<file path="src/rtl/pcsb_pkg.sv">
// ----------------------------------------------------------------------------
// pcsb_pkg
// Shared types, codes and constants for the point cloud scan binning block.
// ----------------------------------------------------------------------------
package pcsb_pkg;

  // table depth and CORDIC iteration count
  localparam int NUM_BINS     = 512;
  localparam int CORDIC_STEPS = 16;
  localparam int BIN_W        = $clog2(NUM_BINS);
  localparam int CNT_W        = 5;

  localparam logic [16:0] RANGE_INF = 17'h1ffff;

  // item function codes
  typedef enum logic [1:0] {
    FN_CLEAR = 2'd0,
    FN_POINT = 2'd1,
    FN_READ  = 2'd2,
    FN_NOP   = 2'd3
  } func_t;

  // result source codes
  localparam logic [1:0] SRC_EMPTY = 2'd0;
  localparam logic [1:0] SRC_3D    = 2'd1;
  localparam logic [1:0] SRC_2D    = 2'd2;

  // result status codes
  localparam logic [1:0] ST_DONE     = 2'd0;
  localparam logic [1:0] ST_GROUND   = 2'd1;
  localparam logic [1:0] ST_OUTSIDE  = 2'd2;
  localparam logic [1:0] ST_NOTCLOSE = 2'd3;

  // configuration register indexes
  localparam logic [2:0] CFG_ANGLE_LOW  = 3'd0;
  localparam logic [2:0] CFG_ANGLE_HIGH = 3'd1;
  localparam logic [2:0] CFG_ANGLE_STEP = 3'd2;
  localparam logic [2:0] CFG_RANGE_LOW  = 3'd3;
  localparam logic [2:0] CFG_RANGE_HIGH = 3'd4;
  localparam logic [2:0] CFG_GROUND     = 3'd5;
  localparam logic [2:0] CFG_BINS_USED  = 3'd6;

  // one scan table entry
  typedef struct packed {
    logic        hit;
    logic [16:0] range;
  } entry_t;

  // round(atan(2^-i) * 32768 / pi)
  function automatic logic [13:0] atan_lut(input logic [CNT_W-1:0] i);
    logic [13:0] v;
    unique case (i)
      5'd0:    v = 14'd8192;
      5'd1:    v = 14'd4836;
      5'd2:    v = 14'd2555;
      5'd3:    v = 14'd1297;
      5'd4:    v = 14'd651;
      5'd5:    v = 14'd326;
      5'd6:    v = 14'd163;
      5'd7:    v = 14'd81;
      5'd8:    v = 14'd41;
      5'd9:    v = 14'd20;
      5'd10:   v = 14'd10;
      5'd11:   v = 14'd5;
      5'd12:   v = 14'd3;
      5'd13:   v = 14'd1;
      5'd14:   v = 14'd1;
      default: v = 14'd0;
    endcase
    return v;
  endfunction

endpackage

</file>
<file path="src/rtl/pcsb_divsqrt.sv">
// ----------------------------------------------------------------------------
// pcsb_divsqrt
// Radix-2 restoring divider and digit-by-digit square root, run side by
// side, one quotient bit and one root bit per cycle.
// ----------------------------------------------------------------------------
module pcsb_divsqrt
  import pcsb_pkg::*;
(
  input  logic        clk,
  input  logic        rst_n,
  input  logic        start,
  input  logic [15:0] num,
  input  logic [15:0] den,
  input  logic [31:0] rad,
  output logic        busy,
  output logic [15:0] quot,
  output logic [15:0] root
);

  logic [15:0] n_r, n_nxt, q_r, q_nxt, den_r, den_nxt;
  logic [16:0] drem_r, drem_nxt;
  logic [31:0] rad_r, rad_nxt;
  logic [15:0] root_r, root_nxt;
  logic [19:0] srem_r, srem_nxt;
  logic [3:0]  cnt_r, cnt_nxt;
  logic        busy_r, busy_nxt;
  logic [16:0] rs;
  logic [19:0] ss, trial;

  assign rs    = {drem_r[15:0], n_r[15]};
  assign ss    = {srem_r[17:0], rad_r[31:30]};
  assign trial = {2'b00, root_r, 2'b01};

  always_comb begin
    n_nxt    = n_r;
    q_nxt    = q_r;
    den_nxt  = den_r;
    drem_nxt = drem_r;
    rad_nxt  = rad_r;
    root_nxt = root_r;
    srem_nxt = srem_r;
    cnt_nxt  = cnt_r;
    busy_nxt = busy_r;
    if (start) begin
      n_nxt    = num;
      den_nxt  = den;
      q_nxt    = '0;
      drem_nxt = '0;
      rad_nxt  = rad;
      root_nxt = '0;
      srem_nxt = '0;
      cnt_nxt  = '0;
      busy_nxt = 1'b1;
    end else if (busy_r) begin
      // divider step
      n_nxt = {n_r[14:0], 1'b0};
      if (rs >= {1'b0, den_r}) begin
        drem_nxt = rs - {1'b0, den_r};
        q_nxt    = {q_r[14:0], 1'b1};
      end else begin
        drem_nxt = rs;
        q_nxt    = {q_r[14:0], 1'b0};
      end
      // square root step
      rad_nxt = {rad_r[29:0], 2'b00};
      if (ss >= trial) begin
        srem_nxt = ss - trial;
        root_nxt = {root_r[14:0], 1'b1};
      end else begin
        srem_nxt = ss;
        root_nxt = {root_r[14:0], 1'b0};
      end
      cnt_nxt = cnt_r + 1'b1;
      if (cnt_r == 4'd15) begin
        busy_nxt = 1'b0;
      end
    end
  end

  always_ff @(posedge clk) begin
    if (!rst_n) begin
      busy_r <= 1'b0;
      cnt_r  <= '0;
    end else begin
      busy_r <= busy_nxt;
      cnt_r  <= cnt_nxt;
    end
    n_r    <= n_nxt;
    q_r    <= q_nxt;
    den_r  <= den_nxt;
    drem_r <= drem_nxt;
    rad_r  <= rad_nxt;
    root_r <= root_nxt;
    srem_r <= srem_nxt;
  end

  assign busy = busy_r;
  assign quot = q_r;
  assign root = root_r;

endmodule

</file>
<file path="config.mk">
export PLATFORM = sky130hd
export DESIGN_NAME = pcsb_divsqrt
export DESIGN_NICKNAME = d
export VERILOG_FILES = /design/src/rtl/pcsb_pkg.sv /design/src/rtl/pcsb_divsqrt.sv
export SDC_FILE = /design/constraint.sdc
export NUM_CORES = 1
export LEC_CHECK = 0
export BUFFER_PORTS_ARGS = -buffer_cell sky130_fd_sc_hd__buf_4
export CORE_MARGIN = 1
export CORE_UTILIZATION = 44
export DETAILED_ROUTE_END_ITERATION = 12
export SYNTH_ARGS = -nofsm -noshare
export SYNTH_HDL_FRONTEND = slang
export SYNTH_SLANG_ARGS = --single-unit
</file>
<file path="constraint.sdc">
create_clock -name clk -period 3.13 [get_ports clk]
set_input_delay 0.4695 -clock clk [delete_from_list [all_inputs] [get_ports clk]]
set_output_delay 0.4695 -clock clk [all_outputs]
set_load 0.05 [all_outputs]
</file>
# Word-level counts from Yosys, hierarchy flattened
# Index checks and enable logic that the tools add are counted.
[totals] register_bits=135 inputBits=67 output_inout_bits=33 wordCells=29
[classes] order_cmp=2 n_reduce_logical=2 bitwise=1 eq_ne=1 addsub=3 muxes=11
[ops] cell="two-way mux 32 bit" count=2
[ops] cell="two-way mux 16 bit" count=3
[ops] cell=">= comparator 20 x 18 -> 1 bit" count=1
[ops] cell="two-way mux 18 bit" count=1
[ops] cell="subtractor 18 bit" count=1
[ops] cell=">= comparator 17 x 16 -> 1 bit" count=1
[ops] cell="subtractor 16 bit" count=1
[ops] cell="two-way mux 1 bit" count=5
[ops] cell="adder 4 x 1 -> 4 bit (second input constant)" count=1
[ops] cell="equality test 4 bit (second input constant)" count=1
[ops] cell="nonzero test 2 bit" count=1
[ops] cell="OR reduction 2 bit" count=1
[ops] cell="inverter 1 bit" count=1

# Longest topological paths before layout
[depth] word_depth=4 ltp_mapped=10 mapped_depth_nobuf=9

# Worst setup path before layout
# No wires, ideal clock.
[synth_path] kind="register -> register" startpoint="register root_r[3], in the netlist root[3]" endpoint="register srem_r[13]" t_arrival_ns=2.546 path_slack_ns=0.467 path_stages_with_launch=11 synth_period_minus_slack_ns=2.663 cell_sequence="dfxtp_1 > inv_1 > ha_1 > buf_2 > nand4_1 > a211oi_1 > o21ai_0 > a41oi_2 > buf_6 > o31ai_1 > a31o_2"
[synth_between] elab_chain_cells=2 word_cells_on_any_way=3 classes_between="add/sub (1); order compare (1); mux (1)"
[synth_rtl] item="from (decl)" line="pcsb_divsqrt.sv:23" rtl="logic [15:0] root_r, root_nxt;"
[synth_rtl] item="from (signal assigned)" line="pcsb_divsqrt.sv:93" rtl="root_r <= root_nxt;"
[synth_rtl] item="subtractor 18 bit or >= comparator 20 x 18 -> 1 bit (tied branches)" line="pcsb_divsqrt.sv:67, pcsb_divsqrt.sv:66"
[synth_rtl] item="two-way mux 18 bit *" line="pcsb_divsqrt.sv:66" rtl="if (ss >= trial) begin"
[synth_rtl] item="to (signal assigned)" line="pcsb_divsqrt.sv:94" rtl="srem_r <= srem_nxt;"
[synth_rtl] item="to (decl)" line="pcsb_divsqrt.sv:24" rtl="logic [19:0] srem_r, srem_nxt;"
# Every way passes the cells marked *; elsewhere a longest branch is shown, timed or not.
# A chain may end at the register's enable or synchronous reset.

# Worst setup path in the final report
[layout_path] startpoint="register den_r[13]" endpoint="register drem_r[8]"
[layout_between] elab_chain_cells=2
[layout_rtl] item="from (decl)" line="pcsb_divsqrt.sv:20" rtl="logic [15:0] n_r, n_nxt, q_r, q_nxt, den_r, den_nxt;"
[layout_rtl] item="from (signal assigned)" line="pcsb_divsqrt.sv:90" rtl="den_r <= den_nxt;"
[layout_rtl] item=">= comparator 17 x 16 -> 1 bit" line="pcsb_divsqrt.sv:57" rtl="if (rs >= {1'b0, den_r}) begin"
[layout_rtl] item="two-way mux 16 bit" line="pcsb_divsqrt.sv:57"
[layout_rtl] item="to (signal assigned)" line="pcsb_divsqrt.sv:91" rtl="drem_r <= drem_nxt;"
[layout_rtl] item="to (decl)" line="pcsb_divsqrt.sv:21" rtl="logic [16:0] drem_r, drem_nxt;"
# No other way between the ends.

==> impl_metrics.py <==
metrics = {
    "timing": {
        "setup-tns-final_ns": 0,
        "rsz0062_at_grt": "false",
        "fin_crit_ns": 2.77,
        "timing.final.crit_share_pct": 88.5,
        "maxSlewViolCount": 0,
        "fin_worst_skew_ns": 0.00679,
        "timing.hold.ws_ns": 0.218,
        "clock.fmax_ghz": 0.361,
        "relSlewSlack_pct": 53.5,
        "finalHoldViolCount": 0,
        "setup_viol": 0,
        "tightest_slew_ns": 0.696,
    },
    "setup_path": {
        "crit_slowest_cell": "o311ai_4",
        "cp_slowest_stage_delay_ns": 0.67,
        "critical_path_class": "flip-flop to flip-flop",
        "cp.depth": 8,
        "rr_worst_depth": 8,
        "path_max_fanout": 13,
        "cp_num_buf_inv": 1,
        "cpMostUsedCell": "nand2_1",
        "r2r_slack_ns": 0.36,
        "cp-start-kind": "flip-flop",
        "arrival_ns": 3.09,
        "cp-end-kind": "flip-flop",
        "path_delay_family": "compound AO/OA/AOI/OAI gates",
        "crit_chain": "inv_1 > ha_1 > a21oi_2 > nand2_1 > or4_4 > o311ai_4 > nand2_1 > a31o_1",
        "required_ns": 3.44,
    },
    "synthesis": {
        "synth_top_family_by_area": "compound AO/OA/AOI/OAI gates",
        "yosys_register_bits": 135,
        "yosys.area_share.adder_pct": 6.20,
        "synthArstFlopShare_pct": 0,
        "synthXorXnorAreaFrac_pct": 2.73,
        "synth_flop_cell": "dfxtp_1",
        "synth_compound_area_share_pct": 15.2,
        "ys_seq_area_share_pct": 45.3,
        "synth_area_mm2": 0.00738,
        "synth_nets": 826,
        "synth_cells": 723,
        "synthDistinctLibCells": 70,
        "synth.mux.area_fraction_pct": 12.4,
        "yosys.area_share.simple_pct": 13.3,
        "synth-edff-count": 64,
        "ys_warn_count": 0,
        "syn_area_per_cell_um2": 10.2,
    },
    "pwr": {
        "ir_worst_vdd_uv": 411,
        "intPower_w": 0.00429,
        "power_frac_seq_pct": 32.1,
        "leakagePower_nw": 3.65,
        "p_comb_share_pct": 41.3,
        "p_per_area_mw_per_mm2": 771,
        "p_sw_w": 0.00252,
        "swShare_pct": 37.0,
        "clkPwrFrac_pct": 26.6,
    },
    "layout": {
        "diodes": 0,
        "final_core_util_pct": 54.8,
        "drive_gt1_share_pct": 24.7,
        "fin_nets": 917,
        "final_cell_mix": "buf_4 (107), nor2_1 (71), dfxtp_1 (70)",
        "final_common_cell": "buf_4",
        "fill_cells": 1486,
        "syn2layout_area_growth_pct": 19.7,
        "stdcell_count": 1043,
    },
    "clock_tree": {
        "numCtsBuffers": 17,
        "htreeDepth": 4,
        "clk_latency_ns": 0.42,
        "clk_pin_slew_ns": 0.06,
        "cts_setup_buffers": 0,
        "cts_hold_buffers": 0,
        "cts_tree": "yes",
        "cts-root-buf": "clkbuf_16",
        "ctsResizeCount": 0,
        "cts_sinks": 135,
        "cts_buffer_depth": 2,
    },
    "global_route": {
        "grt_usage_pct": 20.6,
        "grt_pass1_vias": 5657,
        "grt_first_pass_wirelength_mm": 28.3,
        "antenna_found_initial": 0,
        "grt.met1_usage_pct": 26.1,
        "met2_usage_pct": 31.8,
        "grt_util_met3_pct": 8.14,
        "grt.overflow.total": 0,
        "grt-busiest-layer": "met2",
        "grt_max_degree": 112,
    },
    "hold_path": {
        "min_delay_path_depth": 1,
        "min_path_type": "input port to flip-flop",
    },
    "drt": {
        "num_vias": 5756,
        "first_iter_violations": 376,
        "post-route-drc-count": 0,
        "dr.pass1.iters": 5,
        "wl_per_cell_um": 16.4,
        "via_per_inst": 5.52,
        "wl_mm": 17.1,
        "ant_nets": 0,
    },
    "status": {
        "status": "complete, no violations",
    },
    "placed_design": {
        "dp.cells": 1011,
        "port_buffers": 99,
        "place_congestion": 0.919,
        "hpwlAfterDp_mm": 11.9,
    },
    "job": {
        "cap_viol_max_count": 0,
    },
    "die": {
        "fp.coreArea_mm2": 0.0161,
        "rows": 46,
        "dieArea_mm2": 0.0173,
        "die-height_um": 132,
        "initial_core_util_pct": 45.8,
        "num_io_pins": 100,
        "die_w_um": 132,
    },
}
## state kept, by name (all words and copies together), names as in the netlist
| signal | flops |
|---|---|
| quot | 16 |
| cnt_r | 4 |
| busy | 1 |
| root | 16 |
| srem_r | 18 |
| n_r | 16 |
| drem_r | 16 |
| rad_r | 32 |
| den_r | 16 |
## power by group through the flow
stage               Combinational, W  Sequential (W)  Clock [W]
detailed placement           0.00277         0.00222          0
CTS                          0.00279         0.00219    0.00186
finish                       0.00281         0.00219    0.00181
global route                 0.00310         0.00221    0.00193
floorplan                    0.00217         0.00220          0
global placement             0.00273         0.00222          0
## metrics by stage
stage                     power, W  setup slack (ns)  area [um2]
after detailed placement   0.00499             0.378        8300
final                      0.00681             0.358        8830
after floorplan            0.00437             0.467        7380
after CTS                  0.00683             0.358        8830
after global routing       0.00724             0.178        8830
after global placement     0.00495             0.407        8300
## layer usage
metal / vias up / wire length [um]
li1: 2821 / -
met1: 2749 / 7730
met2: 160 / 7820
met3: 26 / 1330
met4: 0 / 255
met5: - / 0
## path summary, 6_finish.rpt
kind	startpoint	endpoint
hold / removal	den[6]	den_r[6]$_DFFE_PP_
hold reg to reg	srem_r[0]$_SDFFE_PP0P_	srem_r[0]$_SDFFE_PP0P_
setup / recovery	den_r[13]$_DFFE_PP_	drem_r[8]$_SDFFE_PP0P_
setup reg to reg	den_r[13]$_DFFE_PP_	drem_r[8]$_SDFFE_PP0P_
## cell type report
class	instances	area (um2)	area share (%)
clock inverter	14	101	1.15
sequential	135	3350	37.9
clock buffer	18	429	4.86
tap	216	270	3.06
multi-input combinational	508	3680	41.7
inverter	43	161	1.83
timing repair buffer	109	843	9.55
## synthesized netlist by cell type, types with 5 or more instances
| master | count | area (um2) |
|---|---|---|
| a211oi_1 | 7 | 52.6 |
| a21o_1 | 8 | 60.1 |
| a21oi_1 | 31 | 155 |
| a311oi_1 | 6 | 52.6 |
| a31oi_1 | 6 | 37.5 |
| and2_1 | 8 | 50.1 |
| buf_1 | 9 | 33.8 |
| buf_2 | 7 | 35.0 |
| buf_6 | 6 | 67.6 |
| clkbuf_1 | 14 | 52.6 |
| dfxtp_1 | 71 | 1420 |
| edfxtp_1 | 64 | 1920 |
| ha_1 | 35 | 438 |
| inv_1 | 42 | 158 |
| mux2_2 | 45 | 507 |
| mux2i_1 | 41 | 410 |
| nand2_1 | 56 | 210 |
| nand2b_1 | 8 | 50.1 |
| nand3_1 | 15 | 75.1 |
| nand4_1 | 10 | 62.6 |
| nor2_1 | 71 | 267 |
| nor2b_1 | 5 | 31.3 |
| nor3_1 | 8 | 40.0 |
| nor3b_1 | 5 | 37.5 |
| o211ai_1 | 6 | 45.0 |
| o21a_1 | 6 | 45.0 |
| o21ai_0 | 33 | 165 |
| o221ai_1 | 5 | 43.8 |
| o31ai_1 | 10 | 75.1 |
| xnor2_1 | 13 | 114 |
| xor2_1 | 10 | 87.6 |
## logic make-up after synthesis
family | count (synthesis)
and+or+nand+nor | 206
AOI/OAI and AO/OA | 157
DFF | 135
muxes | 86
buffers and inverters | 80
adders and majority gates | 36
xor gates and xnor gates | 23
No activity file was read; power rests on OpenSTA's default activity.
