[config.mk]
export PLATFORM = sky130hd
export DESIGN_NAME = pcsb_cordic
export DESIGN_NICKNAME = d
export VERILOG_FILES = /design/src/rtl/pcsb_pkg.sv /design/src/rtl/pcsb_cordic.sv
export SDC_FILE = /design/constraint.sdc
export NUM_CORES = 1
export LEC_CHECK = 0
export ABC_AREA = 1
export BUFFER_PORTS_ARGS = -buffer_cell sky130_fd_sc_hd__buf_2
export CORE_MARGIN = 2
export CORE_UTILIZATION = 65
export CTS_CLUSTER_DIAMETER = 100
export DETAILED_ROUTE_END_ITERATION = 10
export PLACE_DENSITY = 0.8
export SLEW_MARGIN = 20
export SYNTH_ARGS = -nofsm -noshare
export SYNTH_HDL_FRONTEND = slang
export SYNTH_SLANG_ARGS = --single-unit
export TNS_END_PERCENT = 1
[constraint.sdc]
create_clock -name clk -period 4.9 [get_ports clk]
set_clock_uncertainty 0.05 [all_clocks]
set_input_delay 0.245 -clock clk [delete_from_list [all_inputs] [get_ports clk]]
set_output_delay 0.245 -clock clk [all_outputs]
set_load 0.05 [all_outputs]
[src/rtl/pcsb_pkg.sv]
// ----------------------------------------------------------------------------
// pcsb_pkg
// Shared types, codes and constants for the point cloud scan binning block.
// ----------------------------------------------------------------------------
package pcsb_pkg;

  // table depth and CORDIC iteration count
  localparam int NUM_BINS     = 512;
  localparam int CORDIC_STEPS = 16;
  localparam int BIN_W        = $clog2(NUM_BINS);
  localparam int CNT_W        = 5;

  localparam logic [16:0] RANGE_INF = 17'h1ffff;

  // item function codes
  typedef enum logic [1:0] {
    FN_CLEAR = 2'd0,
    FN_POINT = 2'd1,
    FN_READ  = 2'd2,
    FN_NOP   = 2'd3
  } func_t;

  // result source codes
  localparam logic [1:0] SRC_EMPTY = 2'd0;
  localparam logic [1:0] SRC_3D    = 2'd1;
  localparam logic [1:0] SRC_2D    = 2'd2;

  // result status codes
  localparam logic [1:0] ST_DONE     = 2'd0;
  localparam logic [1:0] ST_GROUND   = 2'd1;
  localparam logic [1:0] ST_OUTSIDE  = 2'd2;
  localparam logic [1:0] ST_NOTCLOSE = 2'd3;

  // configuration register indexes
  localparam logic [2:0] CFG_ANGLE_LOW  = 3'd0;
  localparam logic [2:0] CFG_ANGLE_HIGH = 3'd1;
  localparam logic [2:0] CFG_ANGLE_STEP = 3'd2;
  localparam logic [2:0] CFG_RANGE_LOW  = 3'd3;
  localparam logic [2:0] CFG_RANGE_HIGH = 3'd4;
  localparam logic [2:0] CFG_GROUND     = 3'd5;
  localparam logic [2:0] CFG_BINS_USED  = 3'd6;

  // one scan table entry
  typedef struct packed {
    logic        hit;
    logic [16:0] range;
  } entry_t;

  // round(atan(2^-i) * 32768 / pi)
  function automatic logic [13:0] atan_lut(input logic [CNT_W-1:0] i);
    logic [13:0] v;
    unique case (i)
      5'd0:    v = 14'd8192;
      5'd1:    v = 14'd4836;
      5'd2:    v = 14'd2555;
      5'd3:    v = 14'd1297;
      5'd4:    v = 14'd651;
      5'd5:    v = 14'd326;
      5'd6:    v = 14'd163;
      5'd7:    v = 14'd81;
      5'd8:    v = 14'd41;
      5'd9:    v = 14'd20;
      5'd10:   v = 14'd10;
      5'd11:   v = 14'd5;
      5'd12:   v = 14'd3;
      5'd13:   v = 14'd1;
      5'd14:   v = 14'd1;
      default: v = 14'd0;
    endcase
    return v;
  endfunction

endpackage

[src/rtl/pcsb_cordic.sv]
// ----------------------------------------------------------------------------
// pcsb_cordic
// Iterative CORDIC vectoring unit, one micro-rotation per cycle.
// ----------------------------------------------------------------------------
module pcsb_cordic
  import pcsb_pkg::*;
(
  input  logic               clk,
  input  logic               rst_n,
  input  logic               start,
  input  logic signed [15:0] x,
  input  logic signed [15:0] y,
  output logic               busy,
  output logic signed [15:0] angle
);

  logic signed [27:0] cx_r, cx_nxt, cy_r, cy_nxt;
  logic signed [18:0] z_r, z_nxt;
  logic [CNT_W-1:0]   cnt_r, cnt_nxt;
  logic               busy_r, busy_nxt;
  logic               zero_r, zero_nxt;
  logic signed [27:0] x0, y0, sx, sy;
  logic signed [18:0] at;

  assign x0 = {{4{x[15]}}, x, 8'd0};
  assign y0 = {{4{y[15]}}, y, 8'd0};
  assign sx = cx_r >>> cnt_r;
  assign sy = cy_r >>> cnt_r;
  assign at = signed'({5'd0, atan_lut(cnt_r)});

  // pre-rotation on start, then one shared shift-add step per cycle
  always_comb begin
    cx_nxt   = cx_r;
    cy_nxt   = cy_r;
    z_nxt    = z_r;
    cnt_nxt  = cnt_r;
    busy_nxt = busy_r;
    zero_nxt = zero_r;
    if (start) begin
      zero_nxt = (x == 16'sd0) && (y == 16'sd0);
      cnt_nxt  = '0;
      busy_nxt = 1'b1;
      if (x[15]) begin
        if (!y[15]) begin
          cx_nxt = y0;
          cy_nxt = -x0;
          z_nxt  = 19'sd16384;
        end else begin
          cx_nxt = -y0;
          cy_nxt = x0;
          z_nxt  = -19'sd16384;
        end
      end else begin
        cx_nxt = x0;
        cy_nxt = y0;
        z_nxt  = '0;
      end
    end else if (busy_r) begin
      if (!cy_r[27]) begin
        cx_nxt = cx_r + sy;
        cy_nxt = cy_r - sx;
        z_nxt  = z_r + at;
      end else begin
        cx_nxt = cx_r - sy;
        cy_nxt = cy_r + sx;
        z_nxt  = z_r - at;
      end
      cnt_nxt = cnt_r + 1'b1;
      if (cnt_r == CNT_W'(CORDIC_STEPS - 1)) begin
        busy_nxt = 1'b0;
      end
    end
  end

  always_ff @(posedge clk) begin
    if (!rst_n) begin
      busy_r <= 1'b0;
      cnt_r  <= '0;
    end else begin
      busy_r <= busy_nxt;
      cnt_r  <= cnt_nxt;
    end
    cx_r   <= cx_nxt;
    cy_r   <= cy_nxt;
    z_r    <= z_nxt;
    zero_r <= zero_nxt;
  end

  // saturate to the 16 bit angle range; origin reads as zero
  always_comb begin
    if (zero_r) begin
      angle = '0;
    end else if (z_r > 19'sd32767) begin
      angle = 16'sd32767;
    end else if (z_r < -19'sd32768) begin
      angle = -16'sd32768;
    end else begin
      angle = z_r[15:0];
    end
  end

  assign busy = busy_r;

endmodule

# ---- Word level (Yosys, flattened, before mapping)
# Memories as Yosys holds them, arrays and structs flattened. A register that Yosys moved wholly into a read port is not among the register bits.
# Cells that the tools add are included.
dict set report word_totals {
  out_inout_bits 17
  regBits 82
  input_bits 35
  n_memories 1
  mem_bits_ro 224
}
dict set report op_classes {
  shifts 2
  magnitude_cmp 2
  bitwise 1
  muxes 24
  eq_ne 1
  n_reduce_logical 5
  n_addsub 9
}
# name depth word_bits rd rd_clocked_by_memory_dff write_ports line_no
set memory_table {}
lappend memory_table {{(name not given)} 16 14 1 1 0 pcsb_pkg.sv:52} ;# unique case (i)
# operator n
set ops {}
lappend ops {{$mux 28} 10}
lappend ops {{$mux 19} 5}
lappend ops {{$add 28x28->28} 2}
lappend ops {{$neg 24->28} 2}
lappend ops {{$sshr 28x5->28} 2}
lappend ops {{$sub 28x28->28} 2}
lappend ops {{$mux 16} 3}
lappend ops {{$logic_not 16->1} 2}
lappend ops {{$add 19x15->19} 1}
lappend ops {{$gt 19x16->1 const B} 1}
lappend ops {{$lt 19x16->1 const B} 1}
lappend ops {{$sub 19x15->19} 1}
lappend ops {{$mux 14} 1}
lappend ops {{$mux 4} 2}
lappend ops {{$add 5x1->5 const B} 1}
lappend ops {{$eq 5x4->1 const B} 1}
lappend ops {{$mux 1} 3}
lappend ops {{$reduce_bool 2->1} 1}
lappend ops {{$reduce_or 2->1} 1}
lappend ops {{$logic_and 1x1->1} 1}
lappend ops {{$not 1->1} 1}

# ---- Longest topological paths before layout
# Gate-level depths: netlist of the first run.
dict set report depth {
  word_depth 5
  ltp_mapped 36
  depth_no_buf 34
}

# ---- Worst setup path before layout of the first run
# No wires, ideal clock.
dict set report synth_path {
  path_type {register to register}
  startpoint {register cnt_r[0]}
  endpoint {register cy_r[20] (data pin)}
  slack_ns 0.945
  t_arrival_ns 3.647
  path_stages_with_launch 27
  setup_ns 0.258
  cell_sequence {dfxtp_1 > buf_6 > buf_6 > buf_8 > nand2_4 > nand3_2 > nand3_1 > nand3_1 > nand2_1 > o21ai_1 > inv_1 > ha_1 > nand3_4 > nor3_4 > nor2_1 > xor2_1 > inv_1 > ha_1 > nand2_1 > nor4_1 > a21oi_1 > o21ai_0 > nand3_1 > o21bai_1 > a21oi_1 > o21ai_0 > nand2_1}
}
dict set report synth_via {
  elab_chain_len 5
}
# item line_no
set synth_rtl {}
lappend synth_rtl {{start, declared} pcsb_cordic.sv:19} ;# logic [CNT_W-1:0] cnt_r, cnt_nxt;
lappend synth_rtl {{start signal, assigned} pcsb_cordic.sv:81} ;# cnt_r <= cnt_nxt;
lappend synth_rtl {{$sshr 28x5->28 *} pcsb_cordic.sv:27} ;# assign sx = cx_r >>> cnt_r;
lappend synth_rtl {{$sub 28x28->28 / $add 28x28->28 (equally long branches)} {pcsb_cordic.sv:61, pcsb_cordic.sv:65}}
lappend synth_rtl {{$mux 28 *} pcsb_cordic.sv:59} ;# if (!cy_r[27]) begin
lappend synth_rtl {{$mux 28 *} pcsb_cordic.sv:58} ;# end else if (busy_r) begin
lappend synth_rtl {{$mux 28 *} pcsb_cordic.sv:39} ;# if (start) begin
lappend synth_rtl {{net cy_nxt[20]} pcsb_cordic.sv:17} ;# logic signed [27:0] cx_r, cx_nxt, cy_r, cy_nxt;
lappend synth_rtl {{end signal, assigned} pcsb_cordic.sv:84} ;# cy_r <= cy_nxt;
lappend synth_rtl {{end, declared} pcsb_cordic.sv:17}
# The timed path passes the listed nets; every way through them passes the cells marked *. The select of a mux whose other input is x is not followed.
# A chain may end at the register's enable or synchronous reset.

# ---- Worst setup path after layout of the first run
dict set report layout_path {
  startpoint {register cnt_r[0]}
  endpoint {register cy_r[26] (data pin)}
}
# Same word-level chain as after synthesis.

==> flow_summary.toml, run 1 <==
[status]
outcome = "complete, no violations"

[synth]
synth-edff-count = 76
ys_seq_area_share_pct = 20.54
synth-seq-cells = 96
syn_inst = 2112
yosysTopAreaCellShare_pct = 17.47
synth_area_leaders = "edfxtp_1 17%, nand2_1 17%, nand3_1 12%"
yosysWarnings = 0
async_flop_share_pct = 0
synth_top_area_cell = "edfxtp_1"
synth_ff_type = "edfxtp_1"
synth_cell_type_count = 59
netlist_area_mm2 = 0.01306
synth_nets = 2238
syn_area_per_cell_um2 = 6.184

[final_layout]
diodes = 0
design_area_mm2 = 0.01395
area.growth.synth_to_final_pct = 6.820
stdcell_count = 2388
fin_nets = 2244
drive_gt1_share_pct = 9.562
mostFrequentLayoutCells = "589 x nand2_1, 301 x nand3_1, 178 x a21oi_1"
layout_commonest_cell = "nand2_1"

[floorplan]
core_region_area_mm2 = 0.01959
die-area_mm2 = 0.02124
fp.dieH_um = 145.8
chipWidth_um = 145.8
ios = 52
num_rows = 51
initial_core_util_pct = 66.67

[power]
ir_drop_uv = 472.1
power.density_mw_per_mm2 = 818.9
cellLeakagePower_uw = 0.006733

[setup_path]
critical_path_class = "reg -> reg"
cpPeakStageDelay_ns = 0.51
start_kind = "register"
cp_num_buf_inv = 3
cp-end-kind = "register"
cp.arrival_ns = 4.75
crit_required_ns = 4.95
path_delay_family = "simple AND/OR/NAND/NOR gates"
critical_path.most_common_cell = "nand2_1"
crit_path_top_delay_cell = "fa_1"
path_max_fanout = 30

[detailed_routing]
viasPerCell = 6.333
vias = 15120
first_pass_iters = 7
drtAntennaViolNets = 0
wl_per_cell_um = 18.29
drtIter0Drc = 1930
drc = 0
drt-total-wl_um = 43670

[clock_tree]
clock_sinks = 96
cts_buffers = 9
clock_path_buffers = 2
clkTransAtPathRegs_ns = 0.08
clock_latency_ns = 0.37
ctsRootBufferMaster = "clkbuf_16"
cts_tree = "built"
cts_htree_levels = 3
cts_hold_buf = 0

[hold_path]
hold_path_class = "in -> reg"

[sta]
period_share_pct = 95.86
setup_violations = 0
relSlewSlack_pct = 39.09
post-route-min-period_ns = 4.697
rsz0062_at_grt = "true"
fmax_mhz = 212.9
tightest_slew_ns = 0.9137
setup_ws_ns = 0.2029
hold_viol = 0
whs_ns = 0.1345
slew_violations = 0

[grt]
overflow = 0
antenna_found_initial = 1
grt_pass1_vias = 13470
grt_max_degree = 60
grt_first_pass_wirelength_um = 68590
track_usage_pct = 39.87

[run]
drv_cap = 0

[place]
gp_congestion = 1.025
pre_cts_ws_ns = 0.1184
hpwl_um = 33520
io_buffers = 51
dpl_cell_area_mm2 = 0.01351
place_inst = 2371
-- routing by layer --
metal	global-route usage [%]	up-vias	part of all wire, %
li1	-	7215	-
met1	56.66	6809	41
met2	60.90	966	43
met3	7.931	134	13
met4	12.89	0	3.3
met5	0	-	0
-- logic make-up (layout without fill, tap and decap cells) --
kind of cell / count (synthesis) / in the layout / synth area share, %
simple gates: 1162 / 1162 / 39.44
xor+xnor: 68 / 68 / 4.560
buf+inv: 264 / 275 / 8.545
flops: 96 / 96 / 20.54
fa+ha+maj: 91 / 91 / 8.890
compound gates: 431 / 431 / 18.03
-- worst register-to-register path, delay by kind of cell, from the launching register on --
kind / cells / cell delay, ns
AO/OA/AOI/OAI: 6 / 1.10
adder cells (fa/ha/maj): 2 / 0.76
buffers and inverters: 3 / 0.52
flip-flops: 1 / 0.44
AND/OR/NAND/NOR: 18 / 1.57
-- Yosys cell counts, types with 6 or more instances --
library cell / instances
nand2_1: 590
nand3_1: 302
a21oi_1: 181
inv_1: 163
o21ai_0: 151
nor2_1: 150
ha_1: 88
edfxtp_1: 76
xor2_1: 43
clkbuf_1: 38
buf_2: 35
o21ai_1: 25
xnor2_1: 25
nor3_1: 22
dfxtp_1: 20
nand2_2: 16
nand3_2: 16
nand4_1: 14
o211ai_1: 14
or2_2: 11
nor4_1: 10
nor2_2: 9
o21bai_1: 8
a21o_1: 7
a31oi_1: 7
nand2_4: 7
o31ai_1: 7
buf_1: 6
buf_4: 6
buf_6: 6
-- final timing paths --
check,endpoint,from,slack (ns),cells after the start
min,busy,rst_n,0.13,3
min reg2reg,cnt_r[4],busy,0.53,1
max reg2reg,cy_r[26],cnt_r[0],0.20,29
max,cy_r[26],cnt_r[0],0.20,29
-- what timing repair did --
action                                  4_1_cts  5_1_grt
endpoints found under the setup margin        0       23
resized for setup                             0       28
buffers inserted                              0        0
-- power breakdown --
part	switching (uW)	internal, uW	leakage [uW]
combinational	5810	2980	0.00563
sequential	467	1400	0.000951
clock	369	404	0.000155
-- area by class of cell --
cell class / count / area (um2)
clock buffer: 11 / 264.0
clock inverter: 5 / 51.30
fill: 1818 / 5638
inverter: 172 / 653.1
multi-input combinational: 1752 / 9346
sequential: 96 / 2689
tap: 265 / 331.6
timing repair buffer: 87 / 616.8
-- through the flow --
step | setup TNS (ns) | util (%) | total power [uW]
floorplan | 0 | - | 8020
global placement | 0 | 68.96 | 10010
detailed placement | 0 | 68.96 | 10160
CTS | 0 | 70.57 | 11000
global route | -0.4172 | 71.22 | 12450
finish | 0 | 71.22 | 11430
(Power assumes the default switching activity.)
==> run 2: changes to the inputs <==
--- a/config.mk
+++ b/config.mk
@@ -11,7 +11,8 @@
 export CORE_UTILIZATION = 65
 export CTS_CLUSTER_DIAMETER = 100
 export DETAILED_ROUTE_END_ITERATION = 10
-export PLACE_DENSITY = 0.8
+export GPL_TIMING_DRIVEN = 1
+export PLACE_DENSITY = 0.83
 export SLEW_MARGIN = 20
 export SYNTH_ARGS = -nofsm -noshare
 export SYNTH_HDL_FRONTEND = slang
==> run 2 against run 1 <==
First-iteration DRC count down 5.3%. Critical path depth down 6. Combinational power about the same. Core utilization down 0.10 points. Non-clock buffer count down 4. Sequential share of layout area about the same. Critical endpoint is now cy_r[22]. Die area unchanged. Routed wire length down 0.91%. Clock-buffer cell count down 1. Sequential cell count unchanged. Register-to-register slack better by 0.02 ns. Cell area down 0.14%.
==> flow_summary.toml, run 2 (synthesis gave the netlist of run 1 again) <==
[status]
outcome = "complete, no violations"

[setup_path]
r2r_slack_ns = 0.22
rr_worst_depth = 23
critical_path_class = "reg -> reg"
cp.arrival_ns = 4.78
path_max_fanout = 26
crit_required_ns = 5.01
cp-end-kind = "register"
start_kind = "register"
critical_path.most_common_cell = "nand2_1"
crit_path_top_delay_cell = "xor2_1"
cpPeakStageDelay_ns = 0.39
reg2reg_from = "cnt_r[1]"
crit_chain = "buf_4 > nand3_1 > nand3_1 > nand3_1 > nand2_1 > nand2_1 > nand2_1 > ha_1 > nand3_4 > nor3_4 > nand3_2 > nand2_4 > nand2_1 > xor2_1 > inv_1 > ha_1 > nand2_1 > nor4_4 > nand3_1 > nand3_1 > xor2_1 > nand2_1 > o21ai_0"
reg2reg_to = "cy_r[22]"

[sta]
fin_setup_tns_ns = 0
fmax_mhz = 213.8
rsz0062_at_grt = "true"
setup_violations = 0
post-route-min-period_ns = 4.676
period_share_pct = 95.44
slew_violations = 0
relSlewSlack_pct = 39.68
hold_viol = 0
tightest_slew_ns = 0.9048

[floorplan]
ios = 52
num_rows = 51
fp.dieH_um = 145.8
core_region_area_mm2 = 0.01959
die-area_mm2 = 0.02124
initial_core_util_pct = 66.67
chipWidth_um = 145.8

[hold_path]
hold_path_class = "in -> reg"
min-delay-start = "rst_n"
hold_depth = 3
whs_endpoint = "busy"

[power]
power_switching_uw = 6673
seq_power_share_pct = 16.2
comb_power_share_pct = 77.0
finalPower_uw = 11410
internal_power_uw = 4733
power.density_mw_per_mm2 = 818.7
cellLeakagePower_uw = 0.006733
clkPwrFrac_pct = 6.8
power.share.switching_pct = 58.51
ir_drop_uv = 418.9

[detailed_routing]
wl_per_cell_um = 18.15
drt-total-wl_um = 43280
first_pass_iters = 9
drtIter0Drc = 1828
drtAntennaViolNets = 0
vias = 14940
drc = 0
viasPerCell = 6.267

[place]
hpwl_um = 33190
gp_congestion = 1.059
io_buffers = 51

[grt]
antenna_found_initial = 0
grt_pass1_vias = 13450
overflow = 0
grt_first_pass_wirelength_um = 68830
track_usage_pct = 39.86
grt_max_degree = 62

[clock_tree]
cts_tree = "built"
clock_path_buffers = 2
clock_latency_ns = 0.38
cts_hold_buf = 0
clkTransAtPathRegs_ns = 0.08
cts_setup_buffers = 0
ctsRootBufferMaster = "clkbuf_16"
cts_buffers = 9
clock_sinks = 96
cts_htree_levels = 3

[final_layout]
fin_nets = 2240
area.growth.synth_to_final_pct = 6.667
diodes = 0
mostFrequentLayoutCells = "589 x nand2_1, 300 x nand3_1, 178 x a21oi_1"
layout_commonest_cell = "nand2_1"
drive_gt1_share_pct = 9.108

[run]
drv_cap = 0
==> run 2: what timing repair did <==
action | in CTS | in global routing
gates resized for setup | 0 | 27
endpoints found under the setup margin | 0 | 23
hold endpoints to repair | 0 | 0
==> run 2: metrics by stage <==
stage	setup WS [ns]	instance area, um2	std cells	utilization (%)	hold slack (ns)
after floorplan	0.9450	13060	2112	-	0.3075
after global placement	0.1690	13500	2367	68.93	0.4801
after detailed placement	0.05011	13500	2367	68.93	0.4817
after CTS	0.04489	13810	2383	70.51	0.1011
after global routing	-0.03185	13930	2384	71.12	0.1149
final	0.2236	13930	2384	71.12	0.1010
==> run 2: per-layer routing <==
layer | vias to the layer above | part of all wire (%) | GRT usage, %
met4 | 0 | 3.5 | 13.63
met2 | 839 | 43 | 61.25
met3 | 130 | 11 | 5.392
met1 | 6769 | 42 | 57.61
li1 | 7203 | - | -
met5 | - | 0 | 0
==> run 2: how the worst max path moves through the flow <==
stage                        start  endpoint  slack, ns  depth (start not counted)
after floorplan           cnt_r[0]  cy_r[20]       0.94                         26
after global placement    cnt_r[1]  cy_r[25]       0.17                         25
after detailed placement  cnt_r[0]  cy_r[26]       0.05                         30
after CTS                 cnt_r[0]  cy_r[26]       0.04                         30
after global routing      cnt_r[1]  cy_r[20]      -0.03                         24
final                     cnt_r[1]  cy_r[22]       0.22                         23
==> run 2: power groups by stage <==
| stage | clock (uW) | sequential [uW] | combinational [uW] |
|---|---|---|---|
| floorplan | 0 | 1610 | 6410 |
| global placement | 0 | 1820 | 8150 |
| detailed placement | 0 | 1820 | 8320 |
| CTS | 772 | 1810 | 8400 |
| global route | 796 | 1860 | 9820 |
| finish | 776 | 1850 | 8780 |
==> run 2: final cells by class <==
class | count | area, um2
flip-flops and latches | 96 | 2691
repair buffers | 83 | 600.6
fillers | 1795 | 5658
clock buffers | 10 | 250.2
clock inverters | 6 | 57.56
multi-input cells | 1752 | 9345
inverters | 172 | 655.6
well taps | 265 | 331.6
==> run 2: critical path, delay by kind of cell, from the launching register on <==
kind	cells	cell delay (ns)
AND/OR/NAND/NOR	16	2.40
adder cells (fa/ha/maj)	2	0.58
XOR/XNOR	2	0.54
buffers and inverters	2	0.38
flip-flops	1	0.37
AO/OA/AOI/OAI	1	0.15
